### config.mk
export PLATFORM = sky130hd
export DESIGN_NAME = buddy_block_allocator
export DESIGN_NICKNAME = d
export VERILOG_FILES = /design/src/rtl/bba_pkg.sv /design/src/rtl/bba_ram.sv /design/src/rtl/bba_seq.sv /design/src/rtl/buddy_block_allocator.sv
export SDC_FILE = /design/constraint.sdc
export NUM_CORES = 1
export LEC_CHECK = 0
export ABC_AREA = 1
export ABC_CLOCK_PERIOD_IN_PS = 7200
export BUFFER_PORTS_ARGS = -buffer_cell sky130_fd_sc_hd__buf_2
export CAP_MARGIN = 20
export CORE_AREA = 2 2 355 357
export DETAILED_ROUTE_END_ITERATION = 8
export DIE_AREA = 0 0 357 359
export HOLD_SLACK_MARGIN = 0.15
export MAX_ROUTING_LAYER = met4
export SLEW_MARGIN = 20
export SYNTH_ARGS = -nofsm -noshare
export SYNTH_HDL_FRONTEND = slang
export SYNTH_HIERARCHICAL = 1
export SYNTH_SLANG_ARGS = --single-unit
### constraint.sdc
create_clock -name clk -period 7.2 [get_ports clk]
set_input_delay 1.44 -clock clk [delete_from_list [all_inputs] [get_ports clk]]
set_output_delay 1.44 -clock clk [all_outputs]
set_load 0.05 [all_outputs]
### src/rtl/bba_pkg.sv
// types, constants and microcode table for the buddy block allocator
// no dependencies; used by bba_seq, buddy_block_allocator and the testbench
package bba_pkg;

    typedef enum logic [1:0] {
        CMD_ALLOC = 2'd0,
        CMD_FREE  = 2'd1,
        CMD_QUERY = 2'd2,
        CMD_NONE  = 2'd3
    } cmd_t;

    typedef enum logic [1:0] {
        ST_OK       = 2'd0,
        ST_NOSPACE  = 2'd1,
        ST_NOTALLOC = 2'd2,
        ST_RANGE    = 2'd3
    } status_t;

    typedef enum logic [2:0] {
        RA_ROOT   = 3'd0,
        RA_LEFT   = 3'd1,
        RA_LEAF   = 3'd2,
        RA_PARENT = 3'd3,
        RA_SIB    = 3'd4
    } rd_sel_t;

    typedef enum logic [2:0] {
        WR_NONE  = 3'd0,
        WR_INIT  = 3'd1,
        WR_ZERO  = 3'd2,
        WR_SPAN  = 3'd3,
        WR_MERGE = 3'd4
    } wr_sel_t;

    typedef enum logic [2:0] {
        IDX_HOLD   = 3'd0,
        IDX_ZERO   = 3'd1,
        IDX_INC    = 3'd2,
        IDX_LEAF   = 3'd3,
        IDX_PARENT = 3'd4,
        IDX_DESC   = 3'd5
    } idx_sel_t;

    typedef enum logic [2:0] {
        SP_HOLD   = 3'd0,
        SP_UNITS  = 3'd1,
        SP_ONE    = 3'd2,
        SP_HALF   = 3'd3,
        SP_DOUBLE = 3'd4,
        SP_INIT   = 3'd5
    } span_sel_t;

    typedef enum logic [3:0] {
        COND_NEVER        = 4'd0,
        COND_ALWAYS       = 4'd1,
        COND_INIT_MORE    = 4'd2,
        COND_NO_IN        = 4'd3,
        COND_CMD_ALLOC    = 4'd4,
        COND_CMD_NONE     = 4'd5,
        COND_CMD_QUERY    = 4'd6,
        COND_OFF_RANGE    = 4'd7,
        COND_RD_ZERO      = 4'd8,
        COND_RD_LT_WANT   = 4'd9,
        COND_SPAN_LE_WANT = 4'd10,
        COND_IDX_ROOT     = 4'd11,
        COND_IDX_NOT_ROOT = 4'd12,
        COND_OUT_FREE     = 4'd13
    } cond_t;

    typedef logic [4:0] step_t;

    localparam step_t STEP_INIT     = 5'd0;
    localparam step_t STEP_IDLE     = 5'd1;
    localparam step_t STEP_DISP     = 5'd2;
    localparam step_t STEP_DISP2    = 5'd3;
    localparam step_t STEP_F0       = 5'd4;
    localparam step_t STEP_F1       = 5'd5;
    localparam step_t STEP_F2       = 5'd6;
    localparam step_t STEP_NOTALLOC = 5'd7;
    localparam step_t STEP_FOUND    = 5'd8;
    localparam step_t STEP_FREE_W   = 5'd9;
    localparam step_t STEP_U0       = 5'd10;
    localparam step_t STEP_U1       = 5'd11;
    localparam step_t STEP_DONE     = 5'd12;
    localparam step_t STEP_DONE_W   = 5'd13;
    localparam step_t STEP_A0       = 5'd14;
    localparam step_t STEP_A1       = 5'd15;
    localparam step_t STEP_D0       = 5'd16;
    localparam step_t STEP_D1       = 5'd17;
    localparam step_t STEP_MARK     = 5'd18;
    localparam step_t STEP_MARK_END = 5'd19;
    localparam step_t STEP_NOSPACE  = 5'd20;
    localparam step_t STEP_RANGE    = 5'd21;

    typedef struct packed {
        rd_sel_t   rd_sel;
        wr_sel_t   wr_sel;
        idx_sel_t  idx_sel;
        span_sel_t span_sel;
        logic      stat_en;
        status_t   stat_code;
        logic      bsz_en;
        logic      accept;
        logic      emit;
        cond_t     cond;
        step_t     target;
    } ucode_t;

    typedef struct packed {
        logic init_more;
        logic no_in;
        logic cmd_alloc;
        logic cmd_none;
        logic cmd_query;
        logic off_range;
        logic rd_zero;
        logic rd_lt_want;
        logic span_le_want;
        logic idx_root;
        logic out_free;
    } flags_t;

    localparam ucode_t UCODE_NOP = '{
        rd_sel:    RA_ROOT,
        wr_sel:    WR_NONE,
        idx_sel:   IDX_HOLD,
        span_sel:  SP_HOLD,
        stat_en:   1'b0,
        stat_code: ST_OK,
        bsz_en:    1'b0,
        accept:    1'b0,
        emit:      1'b0,
        cond:      COND_NEVER,
        target:    STEP_INIT
    };

    function automatic ucode_t ucode_word(input step_t step);
        ucode_t w;
        w = UCODE_NOP;
        unique case (step)
            STEP_INIT:
            begin
                w.wr_sel   = WR_INIT;
                w.idx_sel  = IDX_INC;
                w.span_sel = SP_INIT;
                w.cond     = COND_INIT_MORE;
                w.target   = STEP_INIT;
            end
            STEP_IDLE:
            begin
                w.accept = 1'b1;
                w.cond   = COND_NO_IN;
                w.target = STEP_IDLE;
            end
            STEP_DISP:
            begin
                w.cond   = COND_CMD_ALLOC;
                w.target = STEP_A0;
            end
            STEP_DISP2:
            begin
                w.cond   = COND_CMD_NONE;
                w.target = STEP_DONE;
            end
            STEP_F0:
            begin
                w.rd_sel   = RA_LEAF;
                w.idx_sel  = IDX_LEAF;
                w.span_sel = SP_ONE;
                w.cond     = COND_OFF_RANGE;
                w.target   = STEP_RANGE;
            end
            STEP_F1:
            begin
                w.cond   = COND_RD_ZERO;
                w.target = STEP_FOUND;
            end
            STEP_F2:
            begin
                w.rd_sel   = RA_PARENT;
                w.idx_sel  = IDX_PARENT;
                w.span_sel = SP_DOUBLE;
                w.cond     = COND_IDX_NOT_ROOT;
                w.target   = STEP_F1;
            end
            STEP_NOTALLOC:
            begin
                w.stat_en   = 1'b1;
                w.stat_code = ST_NOTALLOC;
                w.cond      = COND_ALWAYS;
                w.target    = STEP_DONE;
            end
            STEP_FOUND:
            begin
                w.bsz_en = 1'b1;
                w.cond   = COND_CMD_QUERY;
                w.target = STEP_DONE;
            end
            STEP_FREE_W:
            begin
                w.wr_sel = WR_SPAN;
                w.cond   = COND_IDX_ROOT;
                w.target = STEP_DONE;
            end
            STEP_U0:
            begin
                w.rd_sel   = RA_SIB;
                w.idx_sel  = IDX_PARENT;
                w.span_sel = SP_DOUBLE;
            end
            STEP_U1:
            begin
                w.wr_sel = WR_MERGE;
                w.cond   = COND_IDX_NOT_ROOT;
                w.target = STEP_U0;
            end
            STEP_DONE:
            begin
                w.emit   = 1'b1;
                w.cond   = COND_OUT_FREE;
                w.target = STEP_IDLE;
            end
            STEP_DONE_W:
            begin
                w.cond   = COND_ALWAYS;
                w.target = STEP_DONE;
            end
            STEP_A0:
            begin
                w.rd_sel   = RA_ROOT;
                w.idx_sel  = IDX_ZERO;
                w.span_sel = SP_UNITS;
            end
            STEP_A1:
            begin
                w.cond   = COND_RD_LT_WANT;
                w.target = STEP_NOSPACE;
            end
            STEP_D0:
            begin
                w.rd_sel = RA_LEFT;
                w.cond   = COND_SPAN_LE_WANT;
                w.target = STEP_MARK;
            end
            STEP_D1:
            begin
                w.idx_sel  = IDX_DESC;
                w.span_sel = SP_HALF;
                w.cond     = COND_ALWAYS;
                w.target   = STEP_D0;
            end
            STEP_MARK:
            begin
                w.wr_sel = WR_ZERO;
                w.bsz_en = 1'b1;
                w.cond   = COND_IDX_NOT_ROOT;
                w.target = STEP_U0;
            end
            STEP_MARK_END:
            begin
                w.cond   = COND_ALWAYS;
                w.target = STEP_DONE;
            end
            STEP_NOSPACE:
            begin
                w.stat_en   = 1'b1;
                w.stat_code = ST_NOSPACE;
                w.cond      = COND_ALWAYS;
                w.target    = STEP_DONE;
            end
            STEP_RANGE:
            begin
                w.stat_en   = 1'b1;
                w.stat_code = ST_RANGE;
                w.cond      = COND_ALWAYS;
                w.target    = STEP_DONE;
            end
            default:
            begin
                w.cond   = COND_ALWAYS;
                w.target = STEP_IDLE;
            end
        endcase
        return w;
    endfunction

    // smallest power of two not below the request, zero counts as one
    function automatic logic [8:0] round_pow2(input logic [7:0] n);
        logic [8:0] p;
        logic [8:0] m;
        p = 9'd1;
        m = (n == 8'd0) ? 9'd1 : {1'b0, n};
        for (int i = 0; i < 8; i++) begin
            if (p < m) begin
                p = p << 1;
            end
        end
        return p;
    endfunction

endpackage

### src/rtl/bba_ram.sv
// generic single write, single read port ram with registered read data
// no dependencies
module bba_ram #(
    parameter int WIDTH = 8,
    parameter int DEPTH = 16
) (
    input  logic                     clk,
    input  logic                     wr_en,
    input  logic [$clog2(DEPTH)-1:0] wr_addr,
    input  logic [WIDTH-1:0]         wr_data,
    input  logic [$clog2(DEPTH)-1:0] rd_addr,
    output logic [WIDTH-1:0]         rd_data
);

    logic [WIDTH-1:0] mem [DEPTH];
    logic [WIDTH-1:0] rd_data_reg;

    always_ff @(posedge clk)
    begin
        if (wr_en)
        begin
            mem[wr_addr] <= wr_data;
        end
    end

    always_ff @(posedge clk)
    begin
        rd_data_reg <= mem[rd_addr];
    end

    assign rd_data = rd_data_reg;

endmodule

### src/rtl/bba_seq.sv
// microcode sequencer: step counter, control word table and conditional jumps
// depends on bba_pkg
module bba_seq (
    input  logic            clk,
    input  logic            rst_n,
    input  bba_pkg::flags_t flags,
    output bba_pkg::ucode_t ctl
);

    bba_pkg::step_t step_reg;
    bba_pkg::step_t step_next;
    logic           take;

    always_ff @(posedge clk or negedge rst_n)
    begin
        if (!rst_n)
        begin
            step_reg <= bba_pkg::STEP_INIT;
        end
        else
        begin
            step_reg <= step_next;
        end
    end

    always_comb
    begin
        ctl = bba_pkg::ucode_word(step_reg);
        unique case (ctl.cond)
            bba_pkg::COND_NEVER:        take = 1'b0;
            bba_pkg::COND_ALWAYS:       take = 1'b1;
            bba_pkg::COND_INIT_MORE:    take = flags.init_more;
            bba_pkg::COND_NO_IN:        take = flags.no_in;
            bba_pkg::COND_CMD_ALLOC:    take = flags.cmd_alloc;
            bba_pkg::COND_CMD_NONE:     take = flags.cmd_none;
            bba_pkg::COND_CMD_QUERY:    take = flags.cmd_query;
            bba_pkg::COND_OFF_RANGE:    take = flags.off_range;
            bba_pkg::COND_RD_ZERO:      take = flags.rd_zero;
            bba_pkg::COND_RD_LT_WANT:   take = flags.rd_lt_want;
            bba_pkg::COND_SPAN_LE_WANT: take = flags.span_le_want;
            bba_pkg::COND_IDX_ROOT:     take = flags.idx_root;
            bba_pkg::COND_IDX_NOT_ROOT: take = !flags.idx_root;
            bba_pkg::COND_OUT_FREE:     take = flags.out_free;
            default:                    take = 1'b0;
        endcase
        step_next = take ? ctl.target : step_reg + 5'd1;
    end

endmodule

### src/rtl/buddy_block_allocator.sv
// binary buddy allocator: largest-free-run tree in ram, walked by a microcode sequencer
// allocate: descend from the root to a fitting block, then refresh its ancestors
// free and query: climb from the leaf; the idle step comes before the next transfer
// a finished result waits in the output register while the next item is taken
// after reset a fill pass marks all 2*UNITS-1 nodes free, in_ready stays low meanwhile
// depends on bba_pkg, bba_seq, bba_ram
module buddy_block_allocator #(
    parameter int UNITS = 64
) (
    input  logic       clk,
    input  logic       rst_n,
    input  logic       in_valid,
    output logic       in_ready,
    input  logic [1:0] cmd,
    input  logic [7:0] req_size,
    input  logic [5:0] offset,
    output logic       out_valid,
    input  logic       out_ready,
    output logic [1:0] status,
    output logic [5:0] alloc_offset,
    output logic [6:0] block_size
);

    localparam int NODES = 2 * UNITS - 1;
    localparam int NW    = $clog2(NODES);
    localparam int AW    = $clog2(UNITS);
    localparam int VW    = AW + 1;
    localparam int CW    = (VW > 9) ? VW : 9;
    localparam int LW    = ((NW > 6) ? NW : 6) + 1;

    bba_pkg::ucode_t ctl;
    bba_pkg::flags_t flags;

    // sequencing state
    logic [NW-1:0]    idx_reg;
    logic [NW-1:0]    idx_next;
    logic [VW-1:0]    span_reg;
    logic [VW-1:0]    span_next;
    logic             out_valid_reg;

    // per item working registers
    bba_pkg::cmd_t    cmd_reg;
    logic [8:0]       want_reg;
    logic [5:0]       off_reg;
    logic [AW-1:0]    start_reg;
    logic [VW-1:0]    cur_reg;
    logic [VW-1:0]    bsize_reg;
    bba_pkg::status_t status_reg;

    // result register
    bba_pkg::status_t out_status_reg;
    logic [5:0]       out_offset_reg;
    logic [6:0]       out_size_reg;

    logic             in_fire;
    logic             out_free;
    logic             wr_en;
    logic [VW-1:0]    wr_data;
    logic [NW-1:0]    rd_addr;
    logic [VW-1:0]    rd_data;

    logic [NW-1:0]    left;
    logic [NW-1:0]    idx_m1;
    logic [NW-1:0]    parent;
    logic [NW-1:0]    sib;
    logic [LW-1:0]    leaf_wide;
    logic [NW-1:0]    leaf;
    logic [NW:0]      idx_inc;
    logic             level_end;
    logic             rd_ge_want;
    logic [VW:0]      pair_sum;
    logic [VW-1:0]    merge_val;
    logic [AW+5:0]    start_wide;
    logic [VW+6:0]    size_wide;

    bba_seq u_seq (
        .clk   (clk),
        .rst_n (rst_n),
        .flags (flags),
        .ctl   (ctl)
    );

    bba_ram #(
        .WIDTH (VW),
        .DEPTH (NODES)
    ) u_tree (
        .clk     (clk),
        .wr_en   (wr_en),
        .wr_addr (idx_reg),
        .wr_data (wr_data),
        .rd_addr (rd_addr),
        .rd_data (rd_data)
    );

    assign in_ready  = ctl.accept;
    assign in_fire   = in_valid && in_ready;
    assign out_free  = !out_valid_reg || out_ready;
    assign out_valid = out_valid_reg;

    // tree navigation
    assign left      = {idx_reg[NW-2:0], 1'b1};
    assign idx_m1    = idx_reg - NW'(1);
    assign parent    = {1'b0, idx_m1[NW-1:1]};
    assign sib       = idx_reg[0] ? idx_reg + NW'(1) : idx_m1;
    assign leaf_wide = LW'(off_reg) + LW'(UNITS - 1);
    assign leaf      = leaf_wide[NW-1:0];
    assign idx_inc   = {1'b0, idx_reg} + (NW + 1)'(1);
    assign level_end = ((idx_inc + (NW + 1)'(1)) & idx_inc) == '0;

    assign rd_ge_want = CW'(rd_data) >= CW'(want_reg);

    // buddies that are both whole merge back into the parent's span
    assign pair_sum  = {1'b0, cur_reg} + {1'b0, rd_data};
    assign merge_val = (pair_sum == {1'b0, span_reg}) ? span_reg
                     : ((cur_reg > rd_data) ? cur_reg : rd_data);

    assign flags.init_more    = idx_reg != NW'(NODES - 1);
    assign flags.no_in        = !in_valid;
    assign flags.cmd_alloc    = cmd_reg == bba_pkg::CMD_ALLOC;
    assign flags.cmd_none     = cmd_reg == bba_pkg::CMD_NONE;
    assign flags.cmd_query    = cmd_reg == bba_pkg::CMD_QUERY;
    assign flags.off_range    = LW'(off_reg) >= LW'(UNITS);
    assign flags.rd_zero      = rd_data == '0;
    assign flags.rd_lt_want   = !rd_ge_want;
    assign flags.span_le_want = CW'(span_reg) <= CW'(want_reg);
    assign flags.idx_root     = idx_reg == '0;
    assign flags.out_free     = out_free;

    always_comb
    begin
        unique case (ctl.rd_sel)
            bba_pkg::RA_ROOT:   rd_addr = '0;
            bba_pkg::RA_LEFT:   rd_addr = left;
            bba_pkg::RA_LEAF:   rd_addr = leaf;
            bba_pkg::RA_PARENT: rd_addr = parent;
            bba_pkg::RA_SIB:    rd_addr = sib;
            default:            rd_addr = '0;
        endcase

        wr_en = ctl.wr_sel != bba_pkg::WR_NONE;
        unique case (ctl.wr_sel)
            bba_pkg::WR_INIT:  wr_data = span_reg;
            bba_pkg::WR_ZERO:  wr_data = '0;
            bba_pkg::WR_SPAN:  wr_data = span_reg;
            bba_pkg::WR_MERGE: wr_data = merge_val;
            default:           wr_data = '0;
        endcase

        unique case (ctl.idx_sel)
            bba_pkg::IDX_HOLD:   idx_next = idx_reg;
            bba_pkg::IDX_ZERO:   idx_next = '0;
            bba_pkg::IDX_INC:    idx_next = idx_inc[NW-1:0];
            bba_pkg::IDX_LEAF:   idx_next = leaf;
            bba_pkg::IDX_PARENT: idx_next = parent;
            bba_pkg::IDX_DESC:   idx_next = rd_ge_want ? left : left + NW'(1);
            default:             idx_next = idx_reg;
        endcase

        unique case (ctl.span_sel)
            bba_pkg::SP_HOLD:   span_next = span_reg;
            bba_pkg::SP_UNITS:  span_next = VW'(UNITS);
            bba_pkg::SP_ONE:    span_next = VW'(1);
            bba_pkg::SP_HALF:   span_next = span_reg >> 1;
            bba_pkg::SP_DOUBLE: span_next = span_reg << 1;
            bba_pkg::SP_INIT:   span_next = level_end ? (span_reg >> 1) : span_reg;
            default:            span_next = span_reg;
        endcase

        start_wide = {6'b0, start_reg};
        size_wide  = {7'b0, bsize_reg};
    end

    always_ff @(posedge clk or negedge rst_n)
    begin
        if (!rst_n)
        begin
            idx_reg       <= '0;
            span_reg      <= VW'(UNITS);
            out_valid_reg <= 1'b0;
        end
        else
        begin
            idx_reg  <= idx_next;
            span_reg <= span_next;
            if (ctl.emit && out_free)
            begin
                out_valid_reg <= 1'b1;
            end
            else if (out_ready)
            begin
                out_valid_reg <= 1'b0;
            end
        end
    end

    always_ff @(posedge clk)
    begin
        if (in_fire)
        begin
            cmd_reg    <= bba_pkg::cmd_t'(cmd);
            want_reg   <= bba_pkg::round_pow2(req_size);
            off_reg    <= offset;
            start_reg  <= '0;
            bsize_reg  <= '0;
            status_reg <= bba_pkg::ST_OK;
        end
        else
        begin
            if (ctl.idx_sel == bba_pkg::IDX_DESC && !rd_ge_want)
            begin
                start_reg <= start_reg + span_reg[VW-1:1];
            end
            if (ctl.bsz_en)
            begin
                bsize_reg <= span_reg;
            end
            if (ctl.stat_en)
            begin
                status_reg <= ctl.stat_code;
            end
        end
        if (wr_en)
        begin
            cur_reg <= wr_data;
        end
        if (ctl.emit && out_free)
        begin
            out_status_reg <= status_reg;
            out_offset_reg <= start_wide[5:0];
            out_size_reg   <= size_wide[6:0];
        end
    end

    assign status       = out_status_reg;
    assign alloc_offset = out_offset_reg;
    assign block_size   = out_size_reg;

    // the tree is never written while a new item may be taken
    a_no_write_when_ready: assert property (@(posedge clk) disable iff (!rst_n)
        in_ready |-> !wr_en)
        else $error("tree write while accepting");

    // one item at a time
    a_one_item: assert property (@(posedge clk) disable iff (!rst_n)
        in_fire |=> !in_ready)
        else $error("second transfer in while busy");

    // a merged node never exceeds its own span
    a_merge_bound: assert property (@(posedge clk) disable iff (!rst_n)
        (ctl.wr_sel == bba_pkg::WR_MERGE) |-> (merge_val <= span_reg))
        else $error("merged free run above span");

    // a granted block always has a size
    a_alloc_size: assert property (@(posedge clk) disable iff (!rst_n)
        (ctl.emit && out_free && status_reg == bba_pkg::ST_OK
         && cmd_reg == bba_pkg::CMD_ALLOC) |-> (bsize_reg != '0))
        else $error("ok allocate without block size");

endmodule

==> results of run 1 <==
-- per-stage QoR --
| stage | instance area, sq um | power, uW | setup WS (ps) |
|---|---|---|---|
| floorplan | 43610 | 6276 | -1390 |
| global placement | 45830 | 6324 | -1629 |
| detailed placement | 45830 | 6327 | -1745 |
| CTS | 49270 | 11110 | -654.9 |
| global route | 49490 | 11340 | -1183 |
| finish | 49490 | 11050 | -793.9 |
-- routing by layer --
layer | wire, um | global-route usage [%]
met2 | 54690 | 28.51
met3 | 7283 | 2.264
met4 | 2788 | 5.058
met5 | 0 | -
met1 | 47860 | 23.78
-- cell usage after synthesis (all sizes together) --
cell and instances:
clkinv 4, a22oi 10, a221oi 4, a32o 1, o21a 8, nor4 3
nand4 8, or2 3, a211oi 6, dfxtp 22, a211o 1, clkbuf 42
or3 1, o31ai 2, edfxtp 928, and2 1, dfstp 1, fa 2
nor3 26, a21oi 48, ha 75, o211ai 8, a21o 2, o21ai 60
xor2 23, dfrtp 19, conb 1, buf 168, o22ai 7, o221ai 2
nor2 224, a31oi 4, nand2 1237, xnor2 6, mux2 5, o2111ai 10
o21bai 3, nand3 865, o32ai 1, inv 153
-- how the worst min path moves through the flow --
stage                 startpoint            end  slack, ps  cells past startpoint
floorplan           bsize_reg[0]  block_size[0]        400                      0
global placement    bsize_reg[2]  block_size[2]        420                      0
detailed placement  bsize_reg[1]  block_size[1]        420                      0
CTS                 bsize_reg[1]  block_size[1]        440                      0
global route        bsize_reg[1]  block_size[1]        440                      0
finish              bsize_reg[1]  block_size[1]        430                      0
-- power by group --
group          total [uW]  internal, uW       switching, uW
Clock                4800          2700                2100
Combinational         160          78.1                81.5
Sequential           6090          6090  0.0000000000000180
Total               11000          8860                2180
-- final cells by class --
class	instances	area [sq um]
Clock inverter	53	513.0
Inverter	157	624.3
Sequential cell	970	28810
Tap cell	1650	2064
Timing Repair Buffer	189	1539
Multi-Input combinational cell	2659	13500
Clock buffer	115	2441
Fill cell	11877	75110
-- timing repair --
action	in CTS	in global routing
resized for setup	56	24
setup endpoints to repair	9	9
pin swaps	69	31
cloned	2	0
setup buffers	25	14
-- logic make-up (layout without fill, tap and decap cells) --
| kind of cell | count (synthesis) | count (layout) | synth area share, % |
|---|---|---|---|
| AND/OR/NAND/NOR | 2368 | 2370 | 23.72 |
| flip-flops | 970 | 970 | 66.58 |
| buffers and inverters | 367 | 514 | 4.066 |
| AO/OA/AOI/OAI | 177 | 177 | 2.646 |
| adder cells (fa/ha/maj) | 77 | 77 | 2.261 |
| XOR/XNOR | 29 | 29 | 0.5870 |
| multiplexers | 5 | 5 | 0.1301 |
| other | 1 | 1 | 0.008667 |
==> impl_results.md, run 1 <==
* Slew margin rel. at between 20% and 30%
* Layout cells sized above 1 at 12.33%
* Pins over their slew limit at 0
* Area Growth Syn to Fin at 14.38%
* Final setup skew at 31.08 ps
* DRC violations left at 0
* Final nets at about 4.2k
* Vias in the first global route at about 29k
* CTS tree: yes
* Post-Place Cells at 5584
* Fin crit share at 111.0%
* Flip-flop and latch count after synthesis at between 900 and 1k
* Netlist cell types at 61
* Lkg Pwr at roughly 0.017 uW
* Slowest-stage cell, CP: ha_4
* Worst EP arrival at 8400 ps
* Cell mode on critical path: nand2_4
* CTS Buf Count at 93
* Final core occ at 39.72%
* TritonRoute pass-1 iters at 7
* Hold-fix buffers at CTS at 0
* PD cells at 223.2 nW/um^2
* CTS Sinks at 970
* Final hold vios at 0
* Critical path class: primary input to flop
* Die width at 357 um
* CP startpoint kind: primary input
* Via count at 29.91k
* Max H-tree Level at 3
* Register area share after synthesis at 66.58%
* Synth top area cells: edfxtp_1, nand2_1, nand3_1
* Commonest non-fill, non-tap cell in the layout: nand2_1
* RR Startpoint: u_seq/step_reg[0]
* Max_cap viols at 0
* Slew @ Worst Pin at between 1000 and 1500 ps
* Worst path bufs/invs at 4
* Critical Path RT at 7600 ps
* Post-Layout Cell Count at 5793
* R2R depth at 22
* Register clock-pin slew on the reported worst setup and hold paths at 60 ps
* Crit path from: req_size[4]
* Antenna cells at 0
* Final setup margin at -793.9 ps
* Final WL at between 100 and 150 mm
* Mapped Avg Cell Area at 10.83 sq um
* Core Rows at 130
* Clock Latency Late Sink at 670 ps
* DR iter-0 viols at ~2.7k
* Die height at 359 um
* Share of Yosys cell area claimed by the top area cell type at 64.41%
* RSZ-0062 raised after global routing: true
* Worst Hold Class: flop to flop
* Slowest Stage Delay on Critical Path at 280 ps
* Sum Neg Setup Slack at -7051 ps
* Failing checks: setup timing
* CP top delay family: simple AND/OR/NAND/NOR gates
* Period minus WS final at 7994 ps
* Placer congestion estimate at 0.8574
* Outcome: finished with violations
* Levels on crit path at between 50 and 60
* Initial Utilization at 34.73%
* Antenna violations before repair at 0
* Total gr overflow at 0
* Die area at between 100000 and 150000 sq um
* Worst Hold Slack at ~430 ps
* Largest net degree at the start of global routing at 197
* Cells after synthesis at between 3k and 4k
* Setup slack, reg-to-reg at 1890 ps
* Total GRT Usage at between 10% and 20%
* Dominant cell type by area after synthesis: edfxtp_1
* Core Region at 124600 sq um
* First-pass GRT wire length at 173.2 mm
* Wirelength per Cell at 19.44 um
* Routed Antenna Nets at 0
* Final setup violation count at 9
* Crit path max fanout at 8
* Max reg flops at 889
* Max Root-Sink Buffers at 3
* Ys Warns at 6
* Setup crit end: want_reg[4]
* Fmax at 125.1 MHz
* Ports at 37
* Port bufs at 36
* Commonest cells after routing, fill and taps aside: nand2_1, edfxtp_1, nand3_1
* Worst setup EP type: flop
* Post-synth net total at slightly above 4k
* Worst vdd ir at between 0.15 and 0.2 mV
* Post-Syn Area at around 43000 sq um
* Vias per cell at 5.162
* CTS root buf: clkbuf_16
* Dpl hpwl at 63.48 mm
* RR Endpoint: u_tree/rd_data[3]
Power figures use the tool's default switching activity.
==> run 2: changes to the inputs <==
--- a/config.mk
+++ b/config.mk
@@ -9,9 +9,11 @@
 export ABC_CLOCK_PERIOD_IN_PS = 7200
 export BUFFER_PORTS_ARGS = -buffer_cell sky130_fd_sc_hd__buf_2
 export CAP_MARGIN = 20
-export CORE_AREA = 2 2 355 357
+export CORE_AREA = 3 3 356 358
+export CTS_BUF_LIST = sky130_fd_sc_hd__clkbuf_16
+export CTS_CLUSTER_SIZE = 25
 export DETAILED_ROUTE_END_ITERATION = 8
-export DIE_AREA = 0 0 357 359
+export DIE_AREA = 0 0 359 361
 export HOLD_SLACK_MARGIN = 0.15
 export MAX_ROUTING_LAYER = met4
 export SLEW_MARGIN = 20
==> run 2 against run 1 <==
Power down 0.73%. Critical path type unchanged. Largest cell class unchanged. The run ends with slew limit, setup timing left. Sequential cell count unchanged. Sequential power is essentially flat. Register-to-register slack got worse by 50 ps.
==> impl_results.md, run 2 (synthesis results as in run 1) <==
* RSZ-0062 raised after global routing: true
* Gr busiest metal: met2
* Met2 Resource Use GR at 27.95%
* Slew margin rel. at -0.8034%
* Placer congestion estimate at 0.8939
* Max reg flops at 889
* Final WL at ~110 mm
* Worst vdd ir at around 0.18 mV
* Routed Antenna Nets at 0
* Die height at 361 um
* Slowest Stage Delay on Critical Path at a little under 300 ps
* Slowest-stage cell, CP: ha_4
* TritonRoute pass-1 iters at 8
* Max H-tree Level at 3
* Setup slack, reg-to-reg at 1840 ps
* First-pass GRT wire length at between 150 and 200 mm
* Worst Hold Slack at 438.3 ps
* Met3 usage at about 2.6%
* Antenna violations before repair at 0
* Die width at 359 um
* Commonest cells after routing, fill and taps aside: nand2_1, edfxtp_1, nand3_1
* CP startpoint kind: primary input
* Vias in the first global route at about 29k
* M1 GR Usage at between 20% and 30%
* Outcome: finished with violations
* Worst EP arrival at 8500 ps
* Final setup violation count at 9
* Total GRT Usage at 17.34%
* Pins over their slew limit at 42
* R2R depth at 23
* Wirelength per Cell at ~20 um
* Max_cap viols at 0
* Clock Latency Late Sink at 660 ps
* CTS tree: yes
* Critical Path RT at 7610 ps
* Fillcell total at approximately 12k
* Initial Utilization at a little over a third
* RR Startpoint: u_seq/step_reg[0]
* RR Endpoint: u_tree/rd_data[0]
* Port bufs at 36
* Worst Hold Class: flop to flop
* Die area at 129600 sq um
* Failing checks: slew limit, setup timing
* PD cells at 222.5 nW/um^2
* HP Start: status_reg[0]
* WHS Endpoint: status[0]
* Area Growth Syn to Fin at 13.93%
* Final nets at 4157
* Period minus WS final at between 8000 and 9000 ps
* Commonest non-fill, non-tap cell in the layout: nand2_1
* Vias per cell at about 5.2
* Max Root-Sink Buffers at 3
* Core Rows at about 130
* CTS root buf: clkbuf_16
* Total gr overflow at 0
* CTS Buf Count at 94
* Worst setup EP type: flop
* Via count at 29.86k
* Critical path class: primary input to flop
* Ports at 37
* Fin crit share at 112.5%
* Slew @ Worst Pin at 1512 ps
* Final hold vios at 0
* Lkg Pwr at 0.01729 uW
* DRC violations left at 0
* Core Region at roughly 120000 sq um
* Final core occ at 39.87%
* Register clock-pin slew on the reported worst setup and hold paths at 60 ps
* Final setup margin at -897.1 ps
* Crit path max fanout at 8
* Layout cells sized above 1 at 12.00%
* Final setup skew at 25.48 ps
* Hold depth at 0
* Fmax at 123.5 MHz
* Largest net degree at the start of global routing at 218
* Dpl hpwl at roughly 63 mm
* CTS Sinks at 970
* DR iter-0 viols at about 2.7k
[run 2: cell count changes in the layout (fill, tap and decap cells not counted), sizes merged]
cell | previous run | this run
diode | 0 | 1
inv | 155 | 175
bufinv | 8 | 6
buf | 189 | 179
clkbuf | 115 | 96
nand2 | 1239 | 1238
clkinvlp | 4 | 5
[run 2: worst max-delay path by stage]
| stage | from | end | slack [ps] | depth (start not counted) |
|---|---|---|---|---|
| after floorplan | req_size[4] | want_reg[1] | -1390 | 53 |
| after global placement | req_size[4] | want_reg[0] | -1630 | 51 |
| after detailed placement | req_size[4] | want_reg[0] | -1770 | 52 |
| after CTS | req_size[6] | want_reg[1] | -730 | 52 |
| after global routing | req_size[3] | want_reg[1] | -1320 | 52 |
| final | req_size[3] | want_reg[1] | -900 | 52 |
[run 2: worst max-delay path: cells and delay by family]
kind,cells,cell delay (ps)
and+or+nand+nor,26,2930
adders and majority gates,8,1980
AOI/OAI and AO/OA,13,1590
buffers and inverters,5,540
[run 2: timing repair]
action                                  4_1_cts  5_1_grt
buffers inserted                             26        6
hold endpoints to repair                      0        0
gates cloned                                  1        0
gates resized for setup                      34       42
hold buffers                                  0        0
endpoints found under the setup margin        9        9
pin swaps                                    69       62
[run 2: final cells by class]
type | count | area, sq um | share of cell area (%)
inverter | 157 | 626.9 | 1.272
timing repair buffer | 179 | 1468 | 2.977
clock buffer | 96 | 2402 | 4.873
antenna | 1 | 2.502 | 0.005076
sequential | 970 | 28810 | 58.44
clock inverter | 72 | 513.0 | 1.041
tap | 1637 | 2048 | 4.155
multi-input combinational | 2658 | 13430 | 27.24
[run 2: layer usage]
metal,wire (um),up-vias
met5,0,-
met4,3447,0
met2,53910,951
met3,7688,213
li1,-,14070
met1,47770,14624
[run 2: stage by stage]
stage	cells	TNS [ps]	area (sq um)	setup slack [ps]	total power [uW]
2_1_floorplan	3994	-12210	43610	-1390	6276
3_3_place_gp	5568	-14330	45750	-1627	6322
3_5_place_dp	5568	-15580	45750	-1775	6325
4_1_cts	5763	-6456	49060	-728.8	11050
5_1_grt	5769	-11680	49290	-1320	11300
6_report	5770	-7939	49300	-897.1	10970
[run 2: power by group]
part / internal, uW / leakage [uW] / switching [uW]
Sequential: 6090 / 0.00692 / 0.0000000000000167
Clock: 2630 / 0.00151 / 2090
Combinational: 81.1 / 0.00886 / 79.1
